`src/rtl/core/sfla_pkg.sv`:
```
// Package for the slab free-list allocator: word types, codes, command and
// status structs shared by controller and datapath. No dependencies.
package sfla_pkg;

    localparam int DEF_PAGE_BYTES  = 4096;
    localparam int DEF_STORE_DEPTH = 1024;
    localparam int DEF_ADDR_BITS   = 32;
    localparam int DEF_MIN_ENTRY   = 8;

    localparam int ES_W       = 13;
    localparam int HDR_W      = 12;
    localparam int WORD_ADDR_W = 32;
    localparam int FREE_W     = 11;
    localparam int TOTAL_W    = 32;
    localparam int CFG_IDX_W  = 4;
    localparam int CFG_DATA_W = ES_W;

    localparam logic [ES_W-1:0]  ES_RESET  = ES_W'(16);
    localparam logic [HDR_W-1:0] HDR_RESET = HDR_W'(32);

    localparam logic [CFG_IDX_W-1:0] CFG_ENTRY_SIZE   = CFG_IDX_W'(0);
    localparam logic [CFG_IDX_W-1:0] CFG_HEADER_BYTES = CFG_IDX_W'(1);

    typedef enum logic [1:0] {
        FUNC_START = 2'd0,
        FUNC_ALLOC = 2'd1,
        FUNC_FREE  = 2'd2,
        FUNC_NOP   = 2'd3
    } func_t;

    typedef enum logic [2:0] {
        ST_OK      = 3'd0,
        ST_SMALL   = 3'd1,
        ST_FULL    = 3'd2,
        ST_NOFIT   = 3'd3,
        ST_NOSTART = 3'd4
    } status_t;

    typedef enum logic [2:0] {
        S_IDLE,
        S_DECODE,
        S_CARVE,
        S_POP,
        S_RESP
    } state_t;

    typedef struct packed {
        func_t                  func;
        logic [WORD_ADDR_W-1:0] page_base;
        logic [WORD_ADDR_W-1:0] entry_address;
    } req_t;

    typedef struct packed {
        status_t                status;
        logic [WORD_ADDR_W-1:0] alloc_address;
        logic [FREE_W-1:0]      free_entries;
        logic [TOTAL_W-1:0]     total_entries;
    } rsp_t;

    typedef struct packed {
        logic    capture;
        logic    start_init;
        logic    refill_init;
        logic    carve_step;
        logic    carve_drop;
        logic    pop;
        logic    push;
        logic    set_status;
        status_t status;
        logic    load_out;
    } ctrl_cmd_t;

    typedef struct packed {
        func_t func;
        logic  es_small;
        logic  started;
        logic  count_zero;
        logic  count_full;
        logic  carve_fits;
        logic  dropped;
        logic  out_space;
    } dp_status_t;

endpackage

```
`src/rtl/core/sfla_ctrl.sv`:
```
// Controller state machine for the slab free-list allocator.
// Depends on sfla_pkg; drives datapath commands from datapath status.
module sfla_ctrl (
    input  logic                   clk,
    input  logic                   rst_n,
    input  logic                   req_valid,
    output logic                   req_ready,
    input  sfla_pkg::dp_status_t   sts,
    output sfla_pkg::ctrl_cmd_t    cmd
);

    import sfla_pkg::*;

    state_t state_reg;
    state_t state_next;
    logic   drop_now;

    assign drop_now = sts.carve_fits && sts.count_full;

    always_ff @(posedge clk or negedge rst_n)
    begin
        if (!rst_n)
        begin
            state_reg <= S_IDLE;
        end
        else
        begin
            state_reg <= state_next;
        end
    end

    always_comb
    begin
        state_next = state_reg;
        case (state_reg)
            S_IDLE:
            begin
                if (req_valid)
                begin
                    state_next = S_DECODE;
                end
            end
            S_DECODE:
            begin
                state_next = S_RESP;
                if (sts.func == FUNC_START && !sts.es_small)
                begin
                    state_next = S_CARVE;
                end
                else if (sts.func == FUNC_ALLOC && sts.started && sts.count_zero)
                begin
                    state_next = S_CARVE;
                end
            end
            S_CARVE:
            begin
                if (!sts.carve_fits || sts.count_full)
                begin
                    state_next = (sts.func == FUNC_START) ? S_RESP : S_POP;
                end
            end
            S_POP:
            begin
                state_next = S_RESP;
            end
            S_RESP:
            begin
                if (sts.out_space)
                begin
                    state_next = S_IDLE;
                end
            end
            default:
            begin
                state_next = S_IDLE;
            end
        endcase
    end

    always_comb
    begin
        cmd       = '0;
        req_ready = 1'b0;
        case (state_reg)
            S_IDLE:
            begin
                req_ready   = 1'b1;
                cmd.capture = req_valid;
            end
            S_DECODE:
            begin
                cmd.set_status = 1'b1;
                cmd.status     = ST_OK;
                case (sts.func)
                    FUNC_START:
                    begin
                        if (sts.es_small)
                        begin
                            cmd.status = ST_SMALL;
                        end
                        else
                        begin
                            cmd.start_init = 1'b1;
                        end
                    end
                    FUNC_ALLOC:
                    begin
                        if (!sts.started)
                        begin
                            cmd.status = ST_NOSTART;
                        end
                        else if (sts.count_zero)
                        begin
                            cmd.refill_init = 1'b1;
                        end
                        else
                        begin
                            cmd.pop = 1'b1;
                        end
                    end
                    FUNC_FREE:
                    begin
                        if (!sts.started)
                        begin
                            cmd.status = ST_NOSTART;
                        end
                        else if (sts.count_full)
                        begin
                            cmd.status = ST_FULL;
                        end
                        else
                        begin
                            cmd.push = 1'b1;
                        end
                    end
                    default:
                    begin
                        cmd.status = ST_OK;
                    end
                endcase
            end
            S_CARVE:
            begin
                cmd.carve_step = sts.carve_fits && !sts.count_full;
                cmd.carve_drop = drop_now;
                if (sts.func == FUNC_START && (!sts.carve_fits || sts.count_full))
                begin
                    cmd.set_status = 1'b1;
                    cmd.status     = drop_now ? ST_FULL : ST_OK;
                end
            end
            S_POP:
            begin
                cmd.set_status = 1'b1;
                if (sts.count_zero)
                begin
                    cmd.status = ST_NOFIT;
                end
                else
                begin
                    cmd.pop    = 1'b1;
                    cmd.status = sts.dropped ? ST_FULL : ST_OK;
                end
            end
            S_RESP:
            begin
                cmd.load_out = sts.out_space;
            end
            default:
            begin
                cmd = '0;
            end
        endcase
    end

`ifndef SYNTH
    a_carve_started: assert property (@(posedge clk) disable iff (!rst_n)
        state_reg == S_CARVE |-> sts.started)
        else $error("carving while not started");

    a_carve_room: assert property (@(posedge clk) disable iff (!rst_n)
        cmd.carve_step |-> sts.carve_fits && !sts.count_full)
        else $error("carve step without room");

    a_load_space: assert property (@(posedge clk) disable iff (!rst_n)
        cmd.load_out |=> state_reg == S_IDLE)
        else $error("result load did not return to idle");
`endif

endmodule

```
`config.mk`:
```
export PLATFORM = sky130hd
export DESIGN_NAME = sfla_ctrl
export DESIGN_NICKNAME = d
export VERILOG_FILES = /design/src/rtl/core/sfla_pkg.sv /design/src/rtl/core/sfla_ctrl.sv
export SDC_FILE = /design/constraint.sdc
export NUM_CORES = 1
export LEC_CHECK = 0
export ABC_AREA = 1
export BUFFER_PORTS_ARGS = -buffer_cell sky130_fd_sc_hd__clkbuf_2
export CAP_MARGIN = 20
export CORE_AREA = 2 2 39 41
export DETAILED_ROUTE_END_ITERATION = 6
export DIE_AREA = 0 0 41 43
export MAX_ROUTING_LAYER = met4
export PLACE_DENSITY = 0.65
export SLEW_MARGIN = 40
export SYNTH_ARGS = -nofsm -noshare
export SYNTH_HDL_FRONTEND = slang
export SYNTH_SLANG_ARGS = --single-unit
```
`constraint.sdc`:
```
create_clock -name clk -period 1 [get_ports clk]
set_input_delay 0 -clock clk [delete_from_list [all_inputs] [get_ports clk]]
set_output_delay 0 -clock clk [all_outputs]
set_load 0.02 [all_outputs]
```
==> results.sh <==
export IMPL_status="finished, violations left"
export IMPL_violations="negative setup slack"
export IMPL_drive_gt1_share_pct=60.36
export IMPL_grt_max_degree=6
export IMPL_path_cells="nor2_8, nand2_4, nor3_4, nand2_1, nand3_1, clkbuf_8"
export IMPL_syn_area_um2=404.1
export IMPL_ys_warn_count=0
export IMPL_dp_hpwl_mm=1.031
export IMPL_antenna_found_initial=0
export IMPL_synth_cell_types=19
export IMPL_finalSetupViolations=16
export IMPL_die_area_um2=1763
export IMPL_htreeDepth=1
export IMPL_clock_path_buffers=2
export IMPL_switching_share_pct=47.24
export IMPL_grt_pass1_wl_mm=2.290
export IMPL_relSlewSlack_pct=75.48
export IMPL_stdcell_count=127
export IMPL_core_area_um2=1384
export IMPL_arrival_ns=1.38
export IMPL_min_path_type="primary input to asynchronous set/reset pin"
export IMPL_slowest_delay_ns=0.45
export IMPL_ys_ff_latch=3
export IMPL_yosys_area_top_type_share_pct=18.58
export IMPL_path_max_fanout=4
export IMPL_synth_area_per_cell_um2=5.857
export IMPL_drc=0
export IMPL_synthArstFlopShare_pct=100.0
export IMPL_pwr_share_clk_pct=11.5
export IMPL_critical_path_startpoint_type="flip-flop"
export IMPL_fmax_mhz=725.9
export IMPL_layout_nets=124
export IMPL_diodes=0
export IMPL_reg2reg_to="state_reg[2]"
export IMPL_syn_to_final_growth_pct=126.9
export IMPL_finClkSkew_ns=0.0001282
export IMPL_initial_utilization_pct=29.20
export IMPL_r2r_start="state_reg[2]"
export IMPL_first_global_vias=594
export IMPL_largest_register_ffs=3
export IMPL_yosysTopAreaCell="dfrtp_1"
export IMPL_total_power_mw=1.887
export IMPL_p_sw_mw=0.8913
export IMPL_critPathLaunch="state_reg[2]"
export IMPL_firstDrtPassIters=4
export IMPL_p_int_mw=0.9954
export IMPL_crit_path_end_kind="primary output"
export IMPL_p_comb_share_pct=75.1
export IMPL_seq_power_share_pct=13.4
export IMPL_finalCriticalPeriod_ns=1.378
export IMPL_leakagePower_nw=0.4760
export IMPL_maxSlewViolCount=0
export IMPL_finalHoldViolCount=0
export IMPL_rsz0062_at_grt="yes"
export IMPL_crit_slowest_cell="dfrtp_2"
export IMPL_n_fill_cell=118
export IMPL_drt_iter0_drc=4
export IMPL_vias=598
export IMPL_seq_area_um2=77.57
export IMPL_multiInputGateArea_um2=381.6
export IMPL_cts_tree="built"
export IMPL_syn_nets=81
export IMPL_dp_cells=119
export IMPL_synth_edf_count=0
export IMPL_clock_sinks=3
export IMPL_numCtsBuffers=3
export IMPL_place_congestion=0.7390
export IMPL_drtAntennaViolNets=0
export IMPL_powerDensity_nw_per_um2=2057
export IMPL_synth_main_ff_cell="dfrtp_1"
export IMPL_synth_most_common_cell="nand2_1"
export IMPL_ios=25
export IMPL_setup_ws_ns=-0.3777
export IMPL_max_cap_violations=0
export IMPL_gr_total_overflow=0
export IMPL_syn_inst=69
export IMPL_grt_use_total_pct=19.67
export IMPL_yosys_top_cells_count="nand2_1, inv_1, nor2_1"
export IMPL_clk_latency_ns=0.23
export IMPL_synth_seq_area_share_pct=18.58
export IMPL_clk_pin_slew_ns=0.04
export IMPL_path_class="flip-flop to primary output"
export IMPL_die_w_um=41
export IMPL_vias_per_cell=4.709
export IMPL_reg2reg_slack_ns=-0.25
export IMPL_critPathRequiredTime_ns=1.00
export IMPL_routedWlPerCell_um=12.30
export IMPL_synthTopCellsByArea="dfrtp_1, nand2_1, inv_1, nor2_1, nand3_1"
export IMPL_min_period_over_period_pct=137.8
export IMPL_root_buffer="clkbuf_4"
export IMPL_portBuffers=24
export IMPL_rows=14
export IMPL_peakVddDrop_uv=1212
export IMPL_totalWireLength_mm=1.562
export IMPL_max_slew_worst_pin_slew_ns=0.3665
export IMPL_die_h_um=43
export IMPL_rr_worst_depth=8
cells in the final DEF, fill, tap and decap left out:
cell / n
nand2_1: 16
clkbuf_2: 11
inv_1: 9
buf_4: 9
clkbuf_8: 9
nand3_1: 7
buf_6: 7
nor2_4: 6
nor2_1: 6
inv_2: 4
nand2_4: 3
clkbuf_4: 3
inv_4: 2
nor3_4: 2
dfrtp_2: 2
nor2_8: 1
o22ai_2: 1
nand4_1: 1
o211ai_1: 1
o31ai_4: 1
nand3_4: 1
nor4_2: 1
o21ai_2: 1
nor2_2: 1
o21ai_0: 1
nor3b_2: 1
clkbuf_1: 1
dlygate4sd3_1: 1
buf_8: 1
dfrtp_1: 1
worst max path at each step:
stage	cells after the start	to	slack, ns
global route	6	cmd[3]	-0.46
detailed placement	6	cmd[3]	-0.18
CTS	6	cmd[3]	-0.40
floorplan	6	cmd[2]	-0.19
global placement	6	cmd[6]	-0.14
finish	6	cmd[2]	-0.38
power by group through the flow:
stage                     Combinational, mW  Clock (mW)  Sequential (mW)
after floorplan                       0.592           0            0.238
after detailed placement               1.00           0            0.234
final                                  1.42       0.218            0.253
after CTS                              1.33       0.227            0.236
after global routing                   1.53       0.246            0.258
after global placement                0.981           0            0.236
cell type report:
type / count / share of cell area, %
clock buffers: 4 / 2.865
repair buffers: 38 / 38.20
inverters: 15 / 6.685
multi-input cells: 51 / 41.61
flip-flops and latches: 3 / 8.458
well taps: 16 / 2.183
worst max-delay path: cells and delay by family, from the launching register on:
kind          cells  cell delay (ns)
buf+inv           1             0.15
flops             1             0.45
simple gates      5             0.55
metal layers:
layer / up-vias / global-route usage, % / share of wire [%]
met2: 24 / 35.94 / 60
met5: - / - / 0
met3: 4 / 4.188 / 4.4
met4: 0 / 10.67 / 1.5
li1: 303 / - / -
met1: 267 / 16.77 / 34
cells by family (layout without fill, tap and decap cells):
kind of cell	count (synthesis)	count (layout)	synth area share, %
buf+inv	15	57	13.93
compound gates	5	5	7.742
flops	3	3	18.58
simple gates	46	46	59.75
repair_timing:
| item | in CTS | in global routing |
|---|---|---|
| hold buffers | 1 | 0 |
| hold endpoints to repair | 3 | 0 |
| buffers inserted | 4 | 0 |
| pin swaps | 5 | 2 |
| endpoints found under the setup margin | 16 | 16 |
| resized for setup | 36 | 15 |
per-stage QoR:
stage	setup TNS (ns)	hold slack, ns	utilization [%]	area, um^2	setup WS (ns)
after floorplan	-0.6105	-0.2956	-	456.7	-0.1922
after global placement	-1.142	-0.2010	48.55	671.9	-0.1429
after detailed placement	-1.295	-0.1953	48.55	671.9	-0.1752
after CTS	-4.795	0.08665	63.74	882.1	-0.4032
after global routing	-6.005	0.09264	66.27	917.1	-0.4624
final	-4.825	0.09928	66.27	917.1	-0.3777
(Power assumes the default switching activity.)
